[config.mk]
export PLATFORM = sky130hd
export DESIGN_NAME = rc_servo_frame_decoder_flat
export DESIGN_NICKNAME = d
export VERILOG_FILES = /design/src/rsfd_pkg.sv /design/src/rsfd_if.sv /design/src/rsfd_ctrl.sv /design/src/rsfd_datapath.sv /design/src/rc_servo_frame_decoder.sv /design/src/flat_wrapper.sv
export SDC_FILE = /design/constraint.sdc
export NUM_CORES = 2
export LEC_CHECK = 0
export ABC_AREA = 1
export BUFFER_PORTS_ARGS = -buffer_cell sky130_fd_sc_hd__buf_2
export CAP_MARGIN = 25
export CORE_MARGIN = 1
export CORE_UTILIZATION = 50
export CTS_CLUSTER_DIAMETER = 40
export DETAILED_ROUTE_END_ITERATION = 6
export PLACE_DENSITY = 0.62
export SYNTH_ARGS = -nofsm -noshare
export SYNTH_HDL_FRONTEND = slang
export SYNTH_SLANG_ARGS = --single-unit
[constraint.sdc]
create_clock -name clk -period 9.2 [get_ports clk]
set_clock_uncertainty 0.15 [all_clocks]
set_input_delay 1.38 -clock clk [delete_from_list [all_inputs] [get_ports clk]]
set_output_delay 1.38 -clock clk [all_outputs]
set_load 0.005 [all_outputs]
[src/rsfd_pkg.sv]
// Shared types and constants of the servo frame decoder.
package rsfd_pkg;

    // Frame header bytes, the check byte the quirk accepts, and the first data position
    localparam logic [7:0] START_BYTE  = 8'hA8;
    localparam logic [7:0] SECOND_BYTE = 8'h00;
    localparam logic [7:0] QUIRK_CHECK = 8'h0A;
    localparam int         FIRST_DATA  = 3;

    // Scaling: pct = round(OUT_SPAN * (raw - RAW_MIN) / RAW_SPAN) - OUT_OFFSET
    localparam int RAW_MIN    = 7172;
    localparam int RAW_SPAN   = 9563;
    localparam int OUT_SPAN   = 3000;
    localparam int OUT_OFFSET = 1500;
    // Whole spans added so the rounded numerator never goes negative
    localparam int GUARD      = 2250;
    // Half of the biased, doubled numerator: m = OUT_SPAN * raw + SCALE_BIAS
    localparam int SCALE_BIAS = (RAW_SPAN - 2 * OUT_SPAN * RAW_MIN + 2 * GUARD * RAW_SPAN) / 2;
    localparam int PCT_OFFSET = GUARD + OUT_OFFSET;

    // Widths of the scaling datapath
    localparam int RAW_W   = 16;
    localparam int M_W     = 28;
    localparam int RECIP_W = 27;
    localparam int PROD_W  = M_W + RECIP_W;
    localparam int RECIP_SHIFT = 40;
    localparam int Q_W     = PROD_W - RECIP_SHIFT;
    localparam int BACK_W  = M_W + 1;

    // floor(2^RECIP_SHIFT / RAW_SPAN); the quotient it yields is low by at most one
    localparam logic [RECIP_W-1:0] SCALE_RECIP =
        RECIP_W'((64'd1 << RECIP_SHIFT) / 64'(RAW_SPAN));

    typedef enum logic [2:0] {
        ST_RX,
        ST_READ,
        ST_SCALE,
        ST_RECIP,
        ST_CORR,
        ST_LOAD,
        ST_SEND
    } ctrl_state_t;

    typedef struct packed {
        logic byte_en;
        logic chan_clr;
        logic chan_inc;
        logic rd_en;
        logic scale_en;
        logic recip_en;
        logic corr_en;
        logic load_chan;
        logic load_err;
    } dp_cmd_t;

    typedef struct packed {
        logic at_check;
        logic check_ok;
        logic out_last;
    } dp_status_t;

endpackage

[src/rsfd_if.sv]
// Request channel interfaces: received bytes in, channel results out.
interface rsfd_in_if;
    logic       valid;
    logic       ready;
    logic [7:0] rx_byte;

    modport source (output valid, output rx_byte, input ready);
    modport sink   (input valid, input rx_byte, output ready);
endinterface

interface rsfd_out_if;
    logic               valid;
    logic               ready;
    logic               status;
    logic [3:0]         channel_index;
    logic [15:0]        raw_value;
    logic signed [15:0] percent_tenths;
    logic               last;

    modport source (output valid, output status, output channel_index, output raw_value,
                    output percent_tenths, output last, input ready);
    modport sink   (input valid, input status, input channel_index, input raw_value,
                    input percent_tenths, input last, output ready);
endinterface

[src/rsfd_ctrl.sv]
// Sequencer of the frame decoder: byte intake and per-channel result steps.
module rsfd_ctrl (
    input  logic                clk,
    input  logic                rst_n,
    input  logic                in_valid,
    output logic                in_ready,
    output logic                out_valid,
    input  logic                out_ready,
    input  rsfd_pkg::dp_status_t status,
    output rsfd_pkg::dp_cmd_t    cmd
);

    rsfd_pkg::ctrl_state_t state_reg;
    rsfd_pkg::ctrl_state_t state_next;

    always_ff @(posedge clk or negedge rst_n)
    begin
        if (!rst_n)
        begin
            state_reg <= rsfd_pkg::ST_RX;
        end
        else
        begin
            state_reg <= state_next;
        end
    end

    always_comb
    begin
        state_next = state_reg;
        cmd        = '0;
        in_ready   = 1'b0;
        out_valid  = 1'b0;
        unique case (state_reg)
            rsfd_pkg::ST_RX:
            begin
                in_ready = 1'b1;
                if (in_valid)
                begin
                    cmd.byte_en = 1'b1;
                    if (status.at_check)
                    begin
                        if (status.check_ok)
                        begin
                            cmd.chan_clr = 1'b1;
                            state_next   = rsfd_pkg::ST_READ;
                        end
                        else
                        begin
                            cmd.load_err = 1'b1;
                            state_next   = rsfd_pkg::ST_SEND;
                        end
                    end
                end
            end
            rsfd_pkg::ST_READ:
            begin
                cmd.rd_en  = 1'b1;
                state_next = rsfd_pkg::ST_SCALE;
            end
            rsfd_pkg::ST_SCALE:
            begin
                cmd.scale_en = 1'b1;
                state_next   = rsfd_pkg::ST_RECIP;
            end
            rsfd_pkg::ST_RECIP:
            begin
                cmd.recip_en = 1'b1;
                state_next   = rsfd_pkg::ST_CORR;
            end
            rsfd_pkg::ST_CORR:
            begin
                cmd.corr_en = 1'b1;
                state_next  = rsfd_pkg::ST_LOAD;
            end
            rsfd_pkg::ST_LOAD:
            begin
                cmd.load_chan = 1'b1;
                state_next    = rsfd_pkg::ST_SEND;
            end
            rsfd_pkg::ST_SEND:
            begin
                out_valid = 1'b1;
                if (out_ready)
                begin
                    if (status.out_last)
                    begin
                        state_next = rsfd_pkg::ST_RX;
                    end
                    else
                    begin
                        cmd.chan_inc = 1'b1;
                        state_next   = rsfd_pkg::ST_READ;
                    end
                end
            end
            default:
            begin
                state_next = rsfd_pkg::ST_RX;
            end
        endcase
    end

endmodule

[src/rsfd_datapath.sv]
// Frame parsing, checksum, channel store and percent scaling datapath.
module rsfd_datapath #(
    parameter int CHANNELS = 8
) (
    input  logic                 clk,
    input  logic                 rst_n,
    input  logic                 cfg_wr_en,
    input  logic                 cfg_wr_data,
    input  logic [7:0]           rx_byte,
    input  rsfd_pkg::dp_cmd_t    cmd,
    output rsfd_pkg::dp_status_t status,
    output logic                 out_status,
    output logic [3:0]           out_channel_index,
    output logic [15:0]          out_raw_value,
    output logic signed [15:0]   out_percent_tenths,
    output logic                 out_last
);

    localparam int CW        = (CHANNELS > 1) ? $clog2(CHANNELS) : 1;
    localparam int EXTRA_POS = rsfd_pkg::FIRST_DATA + 2 * CHANNELS;
    localparam int CHECK_POS = EXTRA_POS + 1;
    localparam int PW        = $clog2(CHECK_POS + 1);

    logic                     quirk_reg;
    logic [PW-1:0]            pos_reg;
    logic [PW-1:0]            pos_next;
    logic [7:0]               sum_reg;
    logic [7:0]               sum_next;
    logic [7:0]               hold_reg;
    logic [7:0]               hold_next;
    logic [PW-1:0]            data_k;
    logic                     store_we;
    logic [CW-1:0]            chan_reg;
    logic [CW-1:0]            chan_next;
    logic [15:0]              store_mem [CHANNELS];

    logic [rsfd_pkg::RAW_W-1:0]   raw_reg;
    logic [rsfd_pkg::M_W-1:0]     m_reg;
    logic [rsfd_pkg::PROD_W-1:0]  prod_reg;
    logic [rsfd_pkg::Q_W-1:0]     q0_reg;
    logic [rsfd_pkg::Q_W-1:0]     q0_next;
    logic [rsfd_pkg::BACK_W-1:0]  back_reg;
    logic [rsfd_pkg::BACK_W-1:0]  rem;
    logic                         q_fix;
    logic [15:0]                  pct_next;

    assign status.at_check = (pos_reg == PW'(CHECK_POS));
    assign status.check_ok = (sum_reg == rx_byte) ||
                             (quirk_reg && (rx_byte == rsfd_pkg::QUIRK_CHECK));
    assign status.out_last = out_last;

    assign data_k = pos_reg - PW'(rsfd_pkg::FIRST_DATA);

    // Frame position walk
    always_comb
    begin
        pos_next  = pos_reg;
        sum_next  = sum_reg;
        hold_next = hold_reg;
        store_we  = 1'b0;
        if (pos_reg == '0)
        begin
            if (rx_byte == rsfd_pkg::START_BYTE)
            begin
                sum_next = rx_byte;
                pos_next = PW'(1);
            end
        end
        else if (pos_reg == PW'(1) || pos_reg == PW'(2))
        begin
            if ((pos_reg == PW'(1) && rx_byte != rsfd_pkg::SECOND_BYTE) ||
                (pos_reg == PW'(2) && rx_byte != 8'(CHANNELS)))
            begin
                pos_next = '0;
            end
            else
            begin
                sum_next = sum_reg + rx_byte;
                pos_next = pos_reg + PW'(1);
            end
        end
        else if (pos_reg < PW'(CHECK_POS))
        begin
            if (pos_reg < PW'(EXTRA_POS))
            begin
                if (!data_k[0])
                begin
                    hold_next = rx_byte;
                end
                else
                begin
                    store_we = 1'b1;
                end
            end
            sum_next = sum_reg + rx_byte;
            pos_next = pos_reg + PW'(1);
        end
        else
        begin
            pos_next = '0;
        end
    end

    always_comb
    begin
        chan_next = chan_reg;
        if (cmd.chan_clr)
        begin
            chan_next = '0;
        end
        else if (cmd.chan_inc)
        begin
            chan_next = chan_reg + CW'(1);
        end
    end

    always_ff @(posedge clk or negedge rst_n)
    begin
        if (!rst_n)
        begin
            quirk_reg <= 1'b1;
            pos_reg   <= '0;
            sum_reg   <= '0;
            hold_reg  <= '0;
            chan_reg  <= '0;
        end
        else
        begin
            if (cfg_wr_en)
            begin
                quirk_reg <= cfg_wr_data;
            end
            if (cmd.byte_en)
            begin
                pos_reg  <= pos_next;
                sum_reg  <= sum_next;
                hold_reg <= hold_next;
            end
            chan_reg <= chan_next;
        end
    end

    // Channel store: written on the low byte, read once per result
    always_ff @(posedge clk)
    begin
        if (cmd.byte_en && store_we)
        begin
            store_mem[data_k[CW:1]] <= {hold_reg, rx_byte};
        end
        if (cmd.rd_en)
        begin
            raw_reg <= store_mem[chan_reg];
        end
    end

    // Scaling: q = floor(m / RAW_SPAN) by reciprocal, then one correction step
    assign q0_next  = prod_reg[rsfd_pkg::PROD_W-1:rsfd_pkg::RECIP_SHIFT];
    assign rem      = rsfd_pkg::BACK_W'(m_reg) - back_reg;
    assign q_fix    = (rem >= rsfd_pkg::BACK_W'(rsfd_pkg::RAW_SPAN));
    assign pct_next = 16'(q0_reg) + 16'(q_fix) - 16'(rsfd_pkg::PCT_OFFSET);

    always_ff @(posedge clk)
    begin
        if (cmd.scale_en)
        begin
            m_reg <= rsfd_pkg::M_W'(raw_reg) * rsfd_pkg::M_W'(rsfd_pkg::OUT_SPAN)
                     + rsfd_pkg::M_W'(rsfd_pkg::SCALE_BIAS);
        end
        if (cmd.recip_en)
        begin
            prod_reg <= rsfd_pkg::PROD_W'(m_reg) * rsfd_pkg::PROD_W'(rsfd_pkg::SCALE_RECIP);
        end
        if (cmd.corr_en)
        begin
            q0_reg   <= q0_next;
            back_reg <= rsfd_pkg::BACK_W'(q0_next) * rsfd_pkg::BACK_W'(rsfd_pkg::RAW_SPAN);
        end
    end

    // Result register
    always_ff @(posedge clk or negedge rst_n)
    begin
        if (!rst_n)
        begin
            out_last <= 1'b0;
        end
        else if (cmd.load_err)
        begin
            out_last <= 1'b1;
        end
        else if (cmd.load_chan)
        begin
            out_last <= (chan_reg == CW'(CHANNELS - 1));
        end
    end

    always_ff @(posedge clk)
    begin
        if (cmd.load_err)
        begin
            out_status         <= 1'b1;
            out_channel_index  <= '0;
            out_raw_value      <= '0;
            out_percent_tenths <= '0;
        end
        else if (cmd.load_chan)
        begin
            out_status         <= 1'b0;
            out_channel_index  <= 4'(chan_reg) + 4'd1;
            out_raw_value      <= raw_reg;
            out_percent_tenths <= $signed(pct_next);
        end
    end

endmodule

[src/rc_servo_frame_decoder.sv]
// Top level of the servo receiver frame decoder.
//
// Takes one received serial byte per request and decodes frames of the form
// 0xA8, 0x00, channel count (CHANNELS), CHANNELS 16-bit values high byte
// first, one extra byte and a check byte. An 8-bit running sum covers every
// byte but the check byte; with accept_check_quirk set (reset value) a check
// byte of 0x0A is also accepted. A good frame yields CHANNELS result requests
// (status 0, channel_index from 1, raw value, position in tenths of percent,
// last on the final one); a bad frame yields one error request with status 1.
// Every byte up to and including a frame's check byte is taken as offered.
// On a good check byte in_ch.ready drops while results are produced; each
// channel runs the store read, the scale multiply, the reciprocal multiply,
// the correction multiply, the result load and the send, which waits out
// any output stall. A bad frame holds the input until its error request is
// sent. The user must write accept_check_quirk through cfg_wr_en /
// cfg_wr_data only while the block is idle; the block does not enforce it.
module rc_servo_frame_decoder #(
    parameter int CHANNELS = 8
) (
    input  logic       clk,
    input  logic       rst_n,
    input  logic       cfg_wr_en,
    input  logic       cfg_wr_data,
    rsfd_in_if.sink    in_ch,
    rsfd_out_if.source out_ch
);

    rsfd_pkg::dp_cmd_t    cmd;
    rsfd_pkg::dp_status_t status;

    // Sequence byte intake and the per-channel result steps
    rsfd_ctrl u_ctrl (
        .clk       (clk),
        .rst_n     (rst_n),
        .in_valid  (in_ch.valid),
        .in_ready  (in_ch.ready),
        .out_valid (out_ch.valid),
        .out_ready (out_ch.ready),
        .status    (status),
        .cmd       (cmd)
    );

    // Hold the frame state, channel values, scaling pipe and result register
    rsfd_datapath #(
        .CHANNELS (CHANNELS)
    ) u_datapath (
        .clk                (clk),
        .rst_n              (rst_n),
        .cfg_wr_en          (cfg_wr_en),
        .cfg_wr_data        (cfg_wr_data),
        .rx_byte            (in_ch.rx_byte),
        .cmd                (cmd),
        .status             (status),
        .out_status         (out_ch.status),
        .out_channel_index  (out_ch.channel_index),
        .out_raw_value      (out_ch.raw_value),
        .out_percent_tenths (out_ch.percent_tenths),
        .out_last           (out_ch.last)
    );

endmodule

[src/flat_wrapper.sv]
// flat-port wrapper written by rule: the top's interface ports become plain ports
module rc_servo_frame_decoder_flat 
#(
    parameter int CHANNELS = 8
)
  (clk, rst_n, cfg_wr_en, cfg_wr_data, in_ch_valid, in_ch_rx_byte, in_ch_ready, out_ch_valid, out_ch_status, out_ch_channel_index, out_ch_raw_value, out_ch_percent_tenths, out_ch_last, out_ch_ready);
  rsfd_in_if in_ch_i ();
  rsfd_out_if out_ch_i ();
  input  logic clk;
  input  logic rst_n;
  input  logic cfg_wr_en;
  input  logic cfg_wr_data;
  input wire logic [$bits(in_ch_i.valid)-1:0] in_ch_valid;
  input wire logic [$bits(in_ch_i.rx_byte)-1:0] in_ch_rx_byte;
  output wire logic [$bits(in_ch_i.ready)-1:0] in_ch_ready;
  output wire logic [$bits(out_ch_i.valid)-1:0] out_ch_valid;
  output wire logic [$bits(out_ch_i.status)-1:0] out_ch_status;
  output wire logic [$bits(out_ch_i.channel_index)-1:0] out_ch_channel_index;
  output wire logic [$bits(out_ch_i.raw_value)-1:0] out_ch_raw_value;
  output wire logic [$bits(out_ch_i.percent_tenths)-1:0] out_ch_percent_tenths;
  output wire logic [$bits(out_ch_i.last)-1:0] out_ch_last;
  input wire logic [$bits(out_ch_i.ready)-1:0] out_ch_ready;
  assign in_ch_i.valid = in_ch_valid;
  assign in_ch_i.rx_byte = in_ch_rx_byte;
  assign in_ch_ready = in_ch_i.ready;
  assign out_ch_valid = out_ch_i.valid;
  assign out_ch_status = out_ch_i.status;
  assign out_ch_channel_index = out_ch_i.channel_index;
  assign out_ch_raw_value = out_ch_i.raw_value;
  assign out_ch_percent_tenths = out_ch_i.percent_tenths;
  assign out_ch_last = out_ch_i.last;
  assign out_ch_i.ready = out_ch_ready;
  rc_servo_frame_decoder #(.CHANNELS(CHANNELS)) u_core (.clk(clk), .rst_n(rst_n), .cfg_wr_en(cfg_wr_en), .cfg_wr_data(cfg_wr_data), .in_ch(in_ch_i), .out_ch(out_ch_i));
endmodule
==> results.json <==
{
  "rsz0062_at_grt": "false",
  "syn_inst": 4059,
  "cts-root-buf": "clkbuf_16",
  "grt_pass1_vias": 26784,
  "ant_nets": 0,
  "r2r_end": "u_core.u_datapath.prod_reg[53]",
  "syn_to_final_growth_pct": 9.18,
  "placed_cell_area_um2": 36800,
  "status": "finished, final reports clean",
  "nFillCells": 6547,
  "path_clk_slew_ps": 60,
  "portBuffers": 53,
  "dieArea_um2": 71700,
  "routed_wl_um": 91900,
  "drtIter0Drc": 1758,
  "drv_slew": 0,
  "synthArstFlopShare_pct": 9.90,
  "grt_overflow": 0,
  "cp.required_ps": 9370,
  "initial_core_util_pct": 50.5,
  "r2r_slack_ps": 2440,
  "core_area_um2": 69900,
  "timing.fmax_mhz": 148,
  "crit_type": "register to register",
  "dp_hpwl_um": 75500,
  "min_period_ps": 6760,
  "die-width_um": 268,
  "min_path_cells": 2,
  "grt_max_degree": 68,
  "fin_setup_tns_ps": 0,
  "crit_buf_inv": 5,
  "route.vias.total": 26298,
  "min_path_type": "register to register",
  "synth_seq_area_share_pct": 23.5,
  "max_stage_delay_ps": 670,
  "drive_above_1_share_pct": 5.32,
  "synth_edf_count": 227,
  "maxCapViolations": 0,
  "syn_nets": 4988,
  "synth_warnings": 0,
  "die_h_um": 268,
  "final.period_utilization_pct": 73.5,
  "drcViolationCount": 0,
  "cts_made_buffers": 49,
  "crit_fanout": 12,
  "routed_via_density": 5.13,
  "crit_chain": "inv_1 > ha_1 > inv_1 > ha_1 > ha_1 > or2_2 > fa_1 > fa_1 > fa_1 > fa_1 > inv_1 > fa_1 > inv_1 > ha_1 > nand2_1 > inv_1 > a21oi_1 > o21ai_0 > a21oi_1 > nand3_1 > nand2_1 > nand2_1 > nand2_1 > nand2_1",
  "cp_top_family": "adder cells",
  "wl_per_cell_um": 17.9,
  "finalHoldViolCount": 0,
  "r2r-start": "u_core.u_datapath.m_reg[4]",
  "hold_ws_ps": 314,
  "holdBufCountCts": 0,
  "syn_area_um2": 35300,
  "track_usage_pct": 26.9,
  "io_pins": 54,
  "firstDrtPassIters": 5,
  "setup_viol": 0,
  "clkSinkCount": 293,
  "clk_latency_ps": 600,
  "nNetsFinal": 5080,
  "cts_tree": "built",
  "antenna_found_initial": 1,
  "grt_pass1_wl_um": 148000,
  "largest_register_ffs": 128,
  "worst_slew_pin_slew_ps": 915,
  "ys_ff_latch": 293,
  "avgSynthCellArea_um2": 8.70,
  "hold_path_end": "u_core.u_datapath.out_status",
  "row_count": 97,
  "place.gp.congestion": 1.05,
  "final_util_pct": 55.2,
  "hp-start": "u_core.u_datapath.out_status",
  "crit_path_top_delay_cell": "edfxtp_1",
  "reg2reg_depth": 24,
  "cts_setup_buffers": 0,
  "htreeDepth": 2,
  "cts.path.max_buffers": 3,
  "max_slew_margin_pct": 38.8,
  "design_area_um2": 38600,
  "cp-end-kind": "register",
  "synthFlopType": "edfxtp_1",
  "worstPathArrival_ps": 6930,
  "post_cts_resize_count": 0,
  "cp-start-kind": "register",
  "synth_cell_types": 52
}
==> how the worst max path moves through the flow <==
stage	to	from	cells after the start
floorplan	u_core.u_datapath.prod_reg[53]	u_core.u_datapath.m_reg[4]	23
global placement	u_core.u_datapath.prod_reg[53]	u_core.u_datapath.m_reg[4]	23
detailed placement	u_core.u_datapath.prod_reg[53]	u_core.u_datapath.m_reg[4]	23
CTS	u_core.u_datapath.prod_reg[53]	u_core.u_datapath.m_reg[4]	23
global route	u_core.u_datapath.prod_reg[50]	u_core.u_datapath.m_reg[4]	21
finish	u_core.u_datapath.prod_reg[53]	u_core.u_datapath.m_reg[4]	24
==> cells in the final DEF, fill, tap and decap left out, types with 10 or more instances in the layout <==
master	count
dfrtp_1	27
nand3b_1	11
inv_1	1049
nor2_1	314
nand2_1	669
nor3_1	29
ha_1	495
o21a_1	10
xor2_1	62
buf_4	22
o22ai_1	17
dfxtp_1	37
a21o_1	14
xnor2_1	24
buf_2	53
o21bai_1	14
o21ai_0	183
nand2_2	21
edfxtp_1	227
nand4_1	26
a31oi_1	35
nand3_1	114
clkbuf_16	49
a21oi_1	148
fa_1	420
==> Yosys cell counts, drive strengths merged (3+ instances only) <==
library cell / instances / area [um^2]
inv: 1057 / 3970
nand2: 691 / 2650
ha: 495 / 6190
fa: 420 / 8410
nor2: 328 / 1290
edfxtp: 227 / 6820
o21ai: 188 / 941
a21oi: 150 / 766
nand3: 122 / 658
xor2: 62 / 543
dfxtp: 37 / 741
a31oi: 35 / 219
clkbuf: 33 / 124
nor3: 33 / 181
dfrtp: 28 / 701
nand4: 26 / 163
xnor2: 24 / 210
o22ai: 17 / 106
a21o: 14 / 105
o21bai: 14 / 105
nand3b: 13 / 105
o21a: 10 / 75.1
nor4: 7 / 43.8
o211ai: 5 / 37.5
or2: 4 / 25.0
and3: 3 / 18.8
buf: 3 / 17.5
o31ai: 3 / 22.5
==> per-layer routing <==
layer	up-vias	wire [um]	GRT usage, %
met3	133	4990	3.49
met1	12663	42500	38.0
met4	0	2720	8.12
li1	12857	-	-
met5	-	0	0
met2	645	41600	43.3
==> metrics by stage <==
step	cells	setup WS (ps)
3_5_place_dp	5039	2430
6_report	5131	2440
3_3_place_gp	5037	2360
2_1_floorplan	4059	3360
4_1_cts	5129	2400
5_1_grt	5130	1950
==> logic make-up (layout without fill, tap and decap cells) <==
logic type | after synthesis | in the layout | synth area share [%]
AOI/OAI and AO/OA | 442 | 442 | 6.87
and+or+nand+nor | 1229 | 1229 | 14.6
DFF | 293 | 293 | 23.5
other | 0 | 1 | 0
buffers and inverters | 1094 | 1225 | 11.6
adders and majority gates | 915 | 915 | 41.3
xor gates and xnor gates | 86 | 86 | 2.13
==> cell type report <==
| type | count | area [um^2] | share of cell area (%) |
|---|---|---|---|
| sequential | 293 | 8290 | 21.5 |
| antenna | 1 | 2.50 | 0.00649 |
| multi-input combinational | 2672 | 22900 | 59.5 |
| tap | 940 | 1180 | 3.05 |
| clock inverter | 34 | 465 | 1.21 |
| clock buffer | 56 | 1250 | 3.25 |
| timing repair buffer | 77 | 469 | 1.22 |
| inverter | 1058 | 3970 | 10.3 |
==> worst min-delay path, delay by kind of cell (launching register included) <==
family / cells / cell delay [ps]
DFF: 1 / 310
and+or+nand+nor: 2 / 110
Power is left out: the tool's default activity adds up to more than one toggle a clock period on the data nets, which glitch-free logic cannot reach.
